==> config.mk <==
export PLATFORM = sky130hd
export DESIGN_NAME = wedge_blend_mask_weight_flat
export DESIGN_NICKNAME = d
export VERILOG_FILES = /design/src/sv/wbmw_pkg.sv /design/src/sv/wbmw_if.sv /design/src/sv/wbmw_dec.sv /design/src/sv/wbmw_map.sv /design/src/sv/wbmw_prof.sv /design/src/sv/wedge_blend_mask_weight.sv /design/src/flat_wrapper.sv
export SDC_FILE = /design/constraint.sdc
export NUM_CORES = 1
export LEC_CHECK = 0
export ABC_AREA = 1
export CAP_MARGIN = 20
export CELL_PAD_IN_SITES_DETAIL_PLACEMENT = 0
export CELL_PAD_IN_SITES_GLOBAL_PLACEMENT = 1
export CORE_UTILIZATION = 43
export DETAILED_ROUTE_END_ITERATION = 12
export DONT_BUFFER_PORTS = 1
export GPL_TIMING_DRIVEN = 0
export PLACE_DENSITY_LB_ADDON = 0.15
export SETUP_SLACK_MARGIN = 0.5
export SLEW_MARGIN = 15
export SYNTH_ARGS = -nofsm -noshare
export SYNTH_HDL_FRONTEND = slang
export SYNTH_HIERARCHICAL = 1
export SYNTH_SLANG_ARGS = --single-unit
==> constraint.sdc <==
create_clock -name clk -period 3 [get_ports clk]
set_clock_uncertainty 0.1 [all_clocks]
set_input_delay 0.3 -clock clk [delete_from_list [all_inputs] [get_ports clk]]
set_output_delay 0.3 -clock clk [all_outputs]
set_load 0.02 [all_outputs]
==> src/sv/wbmw_pkg.sv <==
`timescale 1ns / 1ps
// Shared types, codes and constant tables of the wedge blend weight pipeline.
// No dependencies; the stage modules, the top and the checker refer to it by scoped names.
package wbmw_pkg;

    // Wedge directions
    localparam logic [2:0] DIR_HOR  = 3'd0;
    localparam logic [2:0] DIR_VER  = 3'd1;
    localparam logic [2:0] DIR_O27  = 3'd2;
    localparam logic [2:0] DIR_O63  = 3'd3;
    localparam logic [2:0] DIR_O117 = 3'd4;
    localparam logic [2:0] DIR_O153 = 3'd5;

    // Profile selection
    localparam logic [1:0] SEL_EVEN = 2'd0;
    localparam logic [1:0] SEL_ODD  = 2'd1;
    localparam logic [1:0] SEL_VERT = 2'd2;

    localparam logic [6:0] WEIGHT_MAX = 7'd64;
    localparam logic [5:0] IDX_MAX    = 6'd63;
    localparam logic [5:0] PROF_LO    = 6'd28;
    localparam logic [5:0] PROF_HI    = 6'd36;
    localparam logic [5:0] MID        = 6'd32;
    localparam logic [5:0] SHIFT_BASE = 6'd16;

    localparam logic [2:0] BOOK_DIR [16] = '{
        DIR_O27, DIR_O63, DIR_O117, DIR_O153,
        DIR_HOR, DIR_HOR, DIR_VER,  DIR_VER,
        DIR_O27, DIR_O27, DIR_O153, DIR_O153,
        DIR_O63, DIR_O63, DIR_O117, DIR_O117
    };
    localparam logic [2:0] BOOK_XO [16] = '{
        3'd4, 3'd4, 3'd4, 3'd4, 3'd4, 3'd4, 3'd2, 3'd6,
        3'd4, 3'd4, 3'd4, 3'd4, 3'd2, 3'd6, 3'd2, 3'd6
    };
    localparam logic [2:0] BOOK_YO [16] = '{
        3'd4, 3'd4, 3'd4, 3'd4, 3'd2, 3'd6, 3'd4, 3'd4,
        3'd2, 3'd6, 3'd2, 3'd6, 3'd4, 3'd4, 3'd4, 3'd4
    };
    // Bit n is the sign flip of wedge entry n
    localparam logic [15:0] FLIP_TAB = 16'b1011_1011_1111_1111;

    localparam logic [6:0] PROF_ODD  [8] = '{7'd1, 7'd2, 7'd6, 7'd18,
                                             7'd37, 7'd53, 7'd60, 7'd63};
    localparam logic [6:0] PROF_EVEN [8] = '{7'd1, 7'd4, 7'd11, 7'd27,
                                             7'd46, 7'd58, 7'd62, 7'd63};
    localparam logic [6:0] PROF_VERT [8] = '{7'd0, 7'd2, 7'd7, 7'd21,
                                             7'd43, 7'd57, 7'd62, 7'd64};

    typedef struct packed {
        logic [3:0] wedge_id;
        logic       invert;
        logic [1:0] width_code;
        logic [1:0] height_code;
        logic [4:0] pixel_row;
        logic [4:0] pixel_col;
    } pix_t;

    // After decode: block coordinates moved to master space
    typedef struct packed {
        logic [2:0] dir;
        logic [5:0] r;
        logic [5:0] c;
        logic       flip;
    } dec_t;

    // After mapping: profile position and final polarity
    typedef struct packed {
        logic [1:0] sel;
        logic [5:0] idx;
        logic       neg;
    } map_t;

    function automatic logic [6:0] prof_value(input logic [1:0] sel, input logic [5:0] idx);
        logic [5:0] rel;
        logic [6:0] v;
        rel = 6'(idx - PROF_LO);
        case (sel)
            SEL_EVEN: v = PROF_EVEN[rel[2:0]];
            SEL_ODD:  v = PROF_ODD[rel[2:0]];
            default:  v = PROF_VERT[rel[2:0]];
        endcase
        if (idx < PROF_LO)
            v = 7'd0;
        else if (idx >= PROF_HI)
            v = WEIGHT_MAX;
        return v;
    endfunction

endpackage

==> src/sv/wbmw_if.sv <==
`timescale 1ns / 1ps
// Handshake channels of the wedge blend weight block: pixel request and weight.
// No dependencies.
interface wbmw_pix_if;
    logic       valid;
    logic       ready;
    logic [3:0] wedge_id;
    logic       invert;
    logic [1:0] width_code;
    logic [1:0] height_code;
    logic [4:0] pixel_row;
    logic [4:0] pixel_col;

    modport source(output valid, wedge_id, invert, width_code, height_code,
                   pixel_row, pixel_col, input ready);
    modport sink(input valid, wedge_id, invert, width_code, height_code,
                 pixel_row, pixel_col, output ready);
endinterface

interface wbmw_wgt_if;
    logic       valid;
    logic       ready;
    logic [6:0] weight;

    modport source(output valid, weight, input ready);
    modport sink(input valid, weight, output ready);
endinterface

==> src/sv/wbmw_dec.sv <==
`timescale 1ns / 1ps
// Stage 1: codebook decode, block offsets and master-space row/column.
// Depends on wbmw_pkg.
module wbmw_dec
(
    input  logic          clk,
    input  logic          rst_n,
    input  logic          in_valid,
    output logic          in_ready,
    input  wbmw_pkg::pix_t in_item,
    output logic          out_valid,
    input  logic          out_ready,
    output wbmw_pkg::dec_t out_item
);

    logic           valid_reg;
    wbmw_pkg::dec_t item_reg;
    wbmw_pkg::dec_t item_next;
    logic [1:0]     kw;
    logic [1:0]     kh;
    logic [7:0]     woff;
    logic [7:0]     hoff;

    assign in_ready  = !valid_reg || out_ready;
    assign out_valid = valid_reg;
    assign out_item  = item_reg;

    always_comb
    begin
        // size code three saturates to 32 pixels
        kw = (in_item.width_code == 2'd3) ? 2'd2 : in_item.width_code;
        kh = (in_item.height_code == 2'd3) ? 2'd2 : in_item.height_code;
        woff = 8'(wbmw_pkg::BOOK_XO[in_item.wedge_id]) << kw;
        hoff = 8'(wbmw_pkg::BOOK_YO[in_item.wedge_id]) << kh;
        item_next.dir  = wbmw_pkg::BOOK_DIR[in_item.wedge_id];
        item_next.r    = 6'(wbmw_pkg::MID - hoff[5:0] + {1'b0, in_item.pixel_row});
        item_next.c    = 6'(wbmw_pkg::MID - woff[5:0] + {1'b0, in_item.pixel_col});
        item_next.flip = in_item.invert ^ wbmw_pkg::FLIP_TAB[in_item.wedge_id];
    end

    always_ff @(posedge clk or negedge rst_n)
    begin
        if (!rst_n)
            valid_reg <= 1'b0;
        else if (in_ready)
            valid_reg <= in_valid;
    end

    always_ff @(posedge clk)
    begin
        if (in_valid && in_ready)
            item_reg <= item_next;
    end

endmodule

==> src/sv/wbmw_map.sv <==
`timescale 1ns / 1ps
// Stage 2: direction mapping onto the two masters, row shift and edge clamp.
// Depends on wbmw_pkg.
module wbmw_map
(
    input  logic          clk,
    input  logic          rst_n,
    input  logic          in_valid,
    output logic          in_ready,
    input  wbmw_pkg::dec_t in_item,
    output logic          out_valid,
    input  logic          out_ready,
    output wbmw_pkg::map_t out_item
);

    logic           valid_reg;
    wbmw_pkg::map_t item_reg;
    wbmw_pkg::map_t item_next;
    logic [5:0]     mr;
    logic [5:0]     mc;
    logic           dneg;
    logic [6:0]     mr_inc;
    logic [7:0]     pos;

    assign in_ready  = !valid_reg || out_ready;
    assign out_valid = valid_reg;
    assign out_item  = item_reg;

    always_comb
    begin
        mr   = in_item.r;
        mc   = in_item.c;
        dneg = 1'b0;
        case (in_item.dir)
            wbmw_pkg::DIR_O27:
            begin
                mr = in_item.c;
                mc = in_item.r;
            end
            wbmw_pkg::DIR_O117:
            begin
                mc   = wbmw_pkg::IDX_MAX - in_item.c;
                dneg = 1'b1;
            end
            wbmw_pkg::DIR_O153:
            begin
                mr   = in_item.c;
                mc   = wbmw_pkg::IDX_MAX - in_item.r;
                dneg = 1'b1;
            end
            default:
            begin
            end
        endcase

        // oblique row mr is the profile shifted right by 16 - ((mr+1)>>1)
        mr_inc = {1'b0, mr} + 7'd1;
        pos    = {2'b00, mc} - {2'b00, wbmw_pkg::SHIFT_BASE} + {2'b00, mr_inc[6:1]};

        item_next.neg = dneg ^ in_item.flip;
        if (in_item.dir == wbmw_pkg::DIR_HOR)
        begin
            item_next.sel = wbmw_pkg::SEL_VERT;
            item_next.idx = in_item.r;
        end
        else if (in_item.dir == wbmw_pkg::DIR_VER)
        begin
            item_next.sel = wbmw_pkg::SEL_VERT;
            item_next.idx = in_item.c;
        end
        else
        begin
            item_next.sel = mr[0] ? wbmw_pkg::SEL_ODD : wbmw_pkg::SEL_EVEN;
            if (pos[7])
                item_next.idx = 6'd0;
            else if (pos[6])
                item_next.idx = wbmw_pkg::IDX_MAX;
            else
                item_next.idx = pos[5:0];
        end
    end

    always_ff @(posedge clk or negedge rst_n)
    begin
        if (!rst_n)
            valid_reg <= 1'b0;
        else if (in_ready)
            valid_reg <= in_valid;
    end

    always_ff @(posedge clk)
    begin
        if (in_valid && in_ready)
            item_reg <= item_next;
    end

endmodule

==> src/sv/wbmw_prof.sv <==
`timescale 1ns / 1ps
// Stage 3: profile lookup, polarity and the output register.
// Depends on wbmw_pkg.
module wbmw_prof
(
    input  logic          clk,
    input  logic          rst_n,
    input  logic          in_valid,
    output logic          in_ready,
    input  wbmw_pkg::map_t in_item,
    output logic          out_valid,
    input  logic          out_ready,
    output logic [6:0]    weight
);

    logic       valid_reg;
    logic [6:0] weight_reg;
    logic [6:0] weight_next;
    logic [6:0] v;

    assign in_ready  = !valid_reg || out_ready;
    assign out_valid = valid_reg;
    assign weight    = weight_reg;

    always_comb
    begin
        v = wbmw_pkg::prof_value(in_item.sel, in_item.idx);
        weight_next = in_item.neg ? 7'(wbmw_pkg::WEIGHT_MAX - v) : v;
    end

    always_ff @(posedge clk or negedge rst_n)
    begin
        if (!rst_n)
            valid_reg <= 1'b0;
        else if (in_ready)
            valid_reg <= in_valid;
    end

    always_ff @(posedge clk)
    begin
        if (in_valid && in_ready)
            weight_reg <= weight_next;
    end

endmodule

==> src/sv/wedge_blend_mask_weight.sv <==
`timescale 1ns / 1ps
// Wedge blend weight generator: one pixel request in, one 0..64 weight out.
// Depends on wbmw_pkg, wbmw_if, wbmw_dec, wbmw_map and wbmw_prof.
//
// Takes one pixel item per cycle while the output is taken; each item passes
// through three register stages (decode, direction map with row shift, profile
// lookup into the output register). The master mask is never stored; each weight
// comes from the constant profiles. Every stage holds its own valid bit and passes
// ready back, so a stall at the output backs up stage by stage and throughput
// stays at one item per cycle whenever the output is taken.
module wedge_blend_mask_weight
(
    input  logic        clk,
    input  logic        rst_n,
    wbmw_pix_if.sink    pix,
    wbmw_wgt_if.source  wgt
);

    wbmw_pkg::pix_t pix_item;
    wbmw_pkg::dec_t dec_item;
    wbmw_pkg::map_t map_item;
    logic           dec_valid;
    logic           dec_ready;
    logic           map_valid;
    logic           map_ready;

    always_comb
    begin
        pix_item.wedge_id    = pix.wedge_id;
        pix_item.invert      = pix.invert;
        pix_item.width_code  = pix.width_code;
        pix_item.height_code = pix.height_code;
        pix_item.pixel_row   = pix.pixel_row;
        pix_item.pixel_col   = pix.pixel_col;
    end

    wbmw_dec u_dec
    (
        .clk       (clk),
        .rst_n     (rst_n),
        .in_valid  (pix.valid),
        .in_ready  (pix.ready),
        .in_item   (pix_item),
        .out_valid (dec_valid),
        .out_ready (dec_ready),
        .out_item  (dec_item)
    );

    wbmw_map u_map
    (
        .clk       (clk),
        .rst_n     (rst_n),
        .in_valid  (dec_valid),
        .in_ready  (dec_ready),
        .in_item   (dec_item),
        .out_valid (map_valid),
        .out_ready (map_ready),
        .out_item  (map_item)
    );

    wbmw_prof u_prof
    (
        .clk       (clk),
        .rst_n     (rst_n),
        .in_valid  (map_valid),
        .in_ready  (map_ready),
        .in_item   (map_item),
        .out_valid (wgt.valid),
        .out_ready (wgt.ready),
        .weight    (wgt.weight)
    );

`ifndef ASSERT_OFF
    // input backs off only when every stage holds an item
    a_full_when_blocked: assert property (@(posedge clk) disable iff (!rst_n)
        !pix.ready |-> (dec_valid && map_valid && wgt.valid))
        else $error("input blocked with a free stage");

    a_weight_range: assert property (@(posedge clk) disable iff (!rst_n)
        wgt.valid |-> (wgt.weight <= wbmw_pkg::WEIGHT_MAX))
        else $error("weight above 64");

    // an item moved into the last stage shows up at the output
    a_last_stage_fill: assert property (@(posedge clk) disable iff (!rst_n)
        (map_valid && map_ready) |=> wgt.valid)
        else $error("item lost entering output register");

    a_mid_stage_fill: assert property (@(posedge clk) disable iff (!rst_n)
        (dec_valid && dec_ready) |=> map_valid)
        else $error("item lost entering map stage");
`endif

endmodule

==> src/flat_wrapper.sv <==
// flat-port wrapper written by rule: the top's interface ports become plain ports
module wedge_blend_mask_weight_flat 
  (clk, rst_n, pix_valid, pix_wedge_id, pix_invert, pix_width_code, pix_height_code, pix_pixel_row, pix_pixel_col, pix_ready, wgt_valid, wgt_weight, wgt_ready);
  wbmw_pix_if pix_i ();
  wbmw_wgt_if wgt_i ();
  input  logic clk;
  input  logic rst_n;
  input wire logic [$bits(pix_i.valid)-1:0] pix_valid;
  input wire logic [$bits(pix_i.wedge_id)-1:0] pix_wedge_id;
  input wire logic [$bits(pix_i.invert)-1:0] pix_invert;
  input wire logic [$bits(pix_i.width_code)-1:0] pix_width_code;
  input wire logic [$bits(pix_i.height_code)-1:0] pix_height_code;
  input wire logic [$bits(pix_i.pixel_row)-1:0] pix_pixel_row;
  input wire logic [$bits(pix_i.pixel_col)-1:0] pix_pixel_col;
  output wire logic [$bits(pix_i.ready)-1:0] pix_ready;
  output wire logic [$bits(wgt_i.valid)-1:0] wgt_valid;
  output wire logic [$bits(wgt_i.weight)-1:0] wgt_weight;
  input wire logic [$bits(wgt_i.ready)-1:0] wgt_ready;
  assign pix_i.valid = pix_valid;
  assign pix_i.wedge_id = pix_wedge_id;
  assign pix_i.invert = pix_invert;
  assign pix_i.width_code = pix_width_code;
  assign pix_i.height_code = pix_height_code;
  assign pix_i.pixel_row = pix_pixel_row;
  assign pix_i.pixel_col = pix_pixel_col;
  assign pix_ready = pix_i.ready;
  assign wgt_valid = wgt_i.valid;
  assign wgt_weight = wgt_i.weight;
  assign wgt_i.ready = wgt_ready;
  wedge_blend_mask_weight u_core (.clk(clk), .rst_n(rst_n), .pix(pix_i), .wgt(wgt_i));
endmodule
# --- Yosys cells after proc, flatten, opt, wreduce, memory -nomap -nowiden ---
# Memories as Yosys holds them, arrays and structs flattened. A register that Yosys moved wholly into a read port is not among the register bits.
# Index checks and enable logic that the tools add are counted.
word_totals:
  reg_bits: 32
  romBits: 328
  input_bits: 23
  out_inout_bits: 9
  elab_cells: 85
  mem_count: 7
classes:
  n_addsub: 11
  n_lt_le_gt_ge: 5
  eq_ne: 7
  shift: 2
  mux: 25
  n_bitwise: 4
  n_reduce_logical: 14
mem_list:
  columns: ["name", "words", "width", "rd", "rd_clocked_by_memory_dff", "write_ports", "line", "rtl"]
  rows:
  - ["(name not given)", 8, 7, 1, 0, 0, "wbmw_pkg.sv:81", "default: v = PROF_VERT[rel[2:0]];"]
  - ["(name not given)", 8, 7, 1, 0, 0, "wbmw_pkg.sv:80", "SEL_ODD: v = PROF_ODD[rel[2:0]];"]
  - ["(name not given)", 8, 7, 1, 0, 0, "wbmw_pkg.sv:79", "SEL_EVEN: v = PROF_EVEN[rel[2:0]];"]
  - ["(name not given)", 16, 3, 1, 0, 0, "wbmw_dec.sv:34", "hoff = 8'(wbmw_pkg::BOOK_YO[in_item.wedge_id]) << kh;"]
  - ["(name not given)", 16, 3, 1, 0, 0, "wbmw_dec.sv:33", "woff = 8'(wbmw_pkg::BOOK_XO[in_item.wedge_id]) << kw;"]
  - ["(name not given)", 16, 3, 1, 1, 0, "wbmw_dec.sv:35", "item_next.dir = wbmw_pkg::BOOK_DIR[in_item.wedge_id];"]
  - ["+1 memories", null, null, null, null, null, null, null]
op_table:
  columns: ["cell", "n"]
  rows:
  - ["two-way mux 7 bit", 9]
  - ["two-way mux 6 bit", 5]
  - ["subtractor 6 bit (first input constant)", 4]
  - ["case mux 6 bit (3 select lines)", 1]
  - ["case mux 7 bit (2 select lines)", 1]
  - ["adder 6 x 5 -> 6 bit", 2]
  - ["two-way mux 3 bit", 4]
  - ["left shift 3 x 2 -> 6 bit", 2]
  - ["adder 7 x 7 -> 8 bit", 1]
  - ["adder 6 x 1 -> 7 bit (second input constant)", 1]
  - ["subtractor 6 x 5 -> 7 bit (second input constant)", 1]
  - ["subtractor 7 bit (first input constant)", 1]
  - ["== test 3 bit (second input constant)", 2]
  - [">= comparator 6 bit (second input constant)", 1]
  - ["less-than comparator 6 x 5 -> 1 bit (second input constant)", 1]
  - ["OR reduction 2 bit", 3]
  - [">= comparator 5 bit (second input constant)", 1]
  - ["less-than comparator 4 x 5 -> 1 bit (second input constant)", 1]
  - ["inverter 4 -> 5 bit", 1]
  - ["== test 2 bit (second input constant)", 2]
  - [">= comparator 4 bit (second input constant)", 1]
  - ["two-way mux 2 bit", 2]
  - ["inverter 3 -> 4 bit", 1]
  - ["== test 3 x 1 -> 1 bit (second input constant)", 1]
  - ["other kinds (10)", 19]

# --- Logic depth before layout (Yosys ltp) ---
logic_depth:
  word_depth: 10
  mapped_depth: 21
  ltp_nobuf: 20

# --- Cells and area by module ---
# Netlist, hierarchy kept.
by_module_without_submodules:
  columns: ["module", "instances", "cells_per_inst", "area_each_um2", "seq_area_each_um2"]
  rows:
  - ["wbmw_map", 1, 204, 1272.5, 295.3]
  - ["wbmw_dec", 1, 132, 1138.6, 505.5]
  - ["wbmw_prof", 1, 111, 850.8, 235.2]

# --- Least setup slack after synthesis ---
# OpenSTA, ideal clock, no wires.
synth_path:
  path_type: "flip-flop to flip-flop"
  from: "register, netlist name u_core/u_dec/out_item[14]"
  to: "register u_core.u_map.item_reg, in the netlist u_core/u_map/out_item[1], data pin"
  setup_time_ns: 0.257
  t_arrival_ns: 2.557
  required_ns: 2.643
  path_slack_ns: 0.086
  path_stages_with_launch: 20
  n_path_buf: 1
  synth_period_minus_slack_ns: 2.914
  path_cell_list: "edfxtp_1 -> inv_1 -> nand3_4 -> nand2_2 -> buf_6 -> nand2_1 -> o21ai_2 -> inv_1 -> ha_1 -> ha_1 -> inv_1 -> fa_1 -> inv_1 -> nand2_1 -> nand2_1 -> nand3_1 -> nand3_1 -> nand3_1 -> nand2_1 -> a21oi_1"
synth_rtl:
  columns: ["item", "line", "rtl"]
  rows:
  - ["end signal: assignment", "wbmw_map.sv:94", "item_reg <= item_next;"]
  - ["end: declaration", "wbmw_map.sv:17", "wbmw_pkg::map_t item_reg;"]

==> results.py <==
metrics = {
    "run_status": {
        "outcome": "completed",
    },
    "worst_hold_path": {
        "hp-class": "in -> reg",
        "worstHoldEndpoint": "u_core/u_dec/out_valid",
        "hold_start": "pix_valid",
        "hold_depth": 2,
    },
    "grt": {
        "grt_pass1_vias": 2677,
        "antenna_found_initial": 0,
        "grt_pass1_wl_um": 11300,
        "grt_max_degree": 17,
        "grt-ovfl-total": 0,
        "grt_usage_pct": 18.32,
    },
    "yosys": {
        "avgSynthCellArea_um2": 7.297,
        "yosysUniqueCellTypes": 39,
        "synth_most_common_cell": "nand2_1",
        "synth-seq-cells": 35,
        "synth-edff-count": 32,
        "ys_dominant_reg_cell": "edfxtp_1",
        "yosysSeqAreaShare_pct": 31.76,
        "syn_nets": 502,
        "yosys.area.top_type": "edfxtp_1",
        "yosys-top-cells-area": "edfxtp_1 (29%), nand2_1 (15%), ha_1 (12%)",
        "async_reset_ff_share_pct": 8.571,
        "synth_commonest_cells": "nand2_1 (128), inv_1 (77), nand3_1 (46)",
        "synth_top_area_share_pct": 29.46,
        "yosysWarnings": 6,
        "postSynthCellCount": 447,
        "syn-cell-area_mm2": 0.003262,
    },
    "finish": {
        "drive_gt1_share_pct": 25.26,
        "postLayoutCellArea_mm2": 0.003916,
        "largest_register_ffs": 16,
        "fin_cells": 574,
        "nNetsFinal": 529,
        "antenna_cells": 0,
        "finish.utilization_pct": 53.71,
        "area_delta_synth_final_pct": 20.06,
    },
    "routing": {
        "routed_wl_um": 6674,
        "vias_per_cell": 4.885,
        "wire_per_inst_um": 11.63,
        "drt_iter0_drc": 62,
        "drt-met1-wl_um": 3035,
        "wl_met3_um": 189,
        "drcViolationCount": 0,
        "ant_nets": 0,
        "num_vias": 2804,
        "dr.max_layer_used": "met4",
        "first_pass_iters": 4,
        "wl_met2_um": 3299,
    },
    "sta": {
        "fin_crit_sh_pct": 97.71,
        "setup_ws_ps": 68.81,
        "slew_headroom_pct": 46.57,
        "slew_violations": 0,
        "maxClockFrequency_ghz": 0.3412,
        "setup_viol": 0,
        "period_minus_slack_ps": 2931,
        "hold_viol_final": 0,
        "rsz0062_at_grt": "true",
        "tightest_slew_ps": 801.5,
    },
    "worst_setup_path": {
        "path_class": "reg -> reg",
        "crit_fanout": 5,
        "cp.arrival_ps": 2870,
        "r2r_slack_ps": 70,
        "ff2ff_path_depth": 17,
        "r2r-start": "u_core/u_dec/out_item[14]",
        "start_kind": "flip-flop",
        "end_kind": "flip-flop",
        "crit_required_ps": 2940,
        "reg2reg_to": "u_core/u_map/out_item[5]",
    },
    "placed_design": {
        "place.gp.congestion": 0.8751,
        "hpwl_um": 5238,
        "dp.cells": 546,
        "place_area_mm2": 0.003431,
        "post-place-ws_ps": -146.9,
        "numPortBuffers": 0,
    },
    "floorplanning": {
        "fp-row-count": 31,
        "dieArea_mm2": 0.007938,
        "ioPinCount": 32,
        "core_mm2": 0.007292,
        "start_util_pct": 44.73,
        "die_x_um": 89.10,
        "die_h_um": 89.10,
    },
    "power": {
        "power_density_mw_per_mm2": 603.2,
        "peakVddDrop_mv": 0.2373,
        "power_mw": 2.362,
        "leakage_nw": 1.928,
    },
    "cts": {
        "clk_pin_slew_worst_paths_ps": 80,
        "numCtsBuffers": 5,
        "tritoncts": "yes",
        "clock_path_buffers": 2,
        "cts_max_level": 2,
        "cts_sinks": 35,
        "insertion_delay_ps": 290,
        "cts-root-buf": "clkbuf_8",
    },
    "flow_run": {
        "drv_cap": 0,
    },
}
[power by group]
group          internal, mW  switching [mW]  total [mW]
sequential            0.665           0.109       0.774
clock                 0.166           0.180       0.346
combinational         0.494           0.748        1.24
[layer usage]
metal | up-vias | GRT usage, %
met1 | 1251 | 21.67
met2 | 46 | 33.17
met5 | - | 0
li1 | 1495 | -
met3 | 12 | 2.862
met4 | 0 | 7.215
[cell families (layout without fill, tap and decap cells)]
family	after synthesis	count (layout)	share of synthesized area [%]
adders and majority gates	32	32	12.50
buffers and inverters	84	112	10.51
DFF	35	35	31.76
and+or+nand+nor	237	237	33.87
xor gates and xnor gates	7	7	1.880
AOI/OAI and AO/OA	52	52	9.475
[stage by stage]
step / hold WS [ps] / setup TNS (ps)
final: 35.85 / 0
after floorplan: -95.59 / 0
after CTS: 21.91 / 0
after global placement: -95.53 / -493.0
after detailed placement: -95.53 / -703.0
after global routing: 38.69 / -591.6
[how the worst max path moves through the flow]
| stage | start | endpoint | slack [ps] | cells after the start |
|---|---|---|---|---|
| after floorplan | u_core/u_dec/out_item[15] | u_core/u_map/out_item[1] | 230 | 20 |
| after global placement | u_core/u_dec/out_item[15] | u_core/u_map/out_item[4] | -100 | 20 |
| after detailed placement | u_core/u_dec/out_item[15] | u_core/u_map/out_item[4] | -150 | 18 |
| after CTS | u_core/u_dec/out_item[15] | u_core/u_map/out_item[2] | 110 | 19 |
| after global routing | u_core/u_dec/out_item[14] | u_core/u_map/out_item[6] | -110 | 21 |
| final | u_core/u_dec/out_item[14] | u_core/u_map/out_item[5] | 70 | 17 |
[layout make-up]
class                   instances  area [µm²]
fillers                       731        3376
clock inverters                 3       23.77
inverters                      80       312.8
clock buffers                   5       68.82
plain buffers                   4       32.53
flip-flops and latches         35        1036
repair buffers                 20       157.7
well taps                      99       123.9
multi-input cells             328        2161
[layout by cell type, fill, tap and decap left out, types with 7 or more instances in the layout]
cell type / count
nand2_1: 108
inv_1: 69
nand3_1: 36
edfxtp_1: 32
nor2_1: 28
ha_1: 27
nand2_2: 23
buf_4: 17
a21oi_1: 16
nand3_2: 12
nand2_4: 9
inv_2: 8
o21ai_0: 8
a21oi_2: 7
[worst max-delay path, cell delays in order (launching register included)]
cell and delay [ps]:
edfxtp_1 490, inv_2 120, nand3_4 100, nand2_2 90, buf_6 130, nand2_2 60
nand2_4 80, ha_4 140, nand2_4 60, nor2_4 120, nor3b_4 230, ha_4 260
a21oi_4 190, nand3_2 140, nand2_4 130, nand3_2 90, nand2_2 80, a21oi_2 60
[what timing repair did]
item,in CTS,in global routing
buffers inserted,12,5
pin swaps,28,16
hold buffers,3,0
hold endpoints to repair,5,0
setup endpoints to repair,6,6
resized for setup,46,12
No activity file was read; power rests on OpenSTA's default activity.
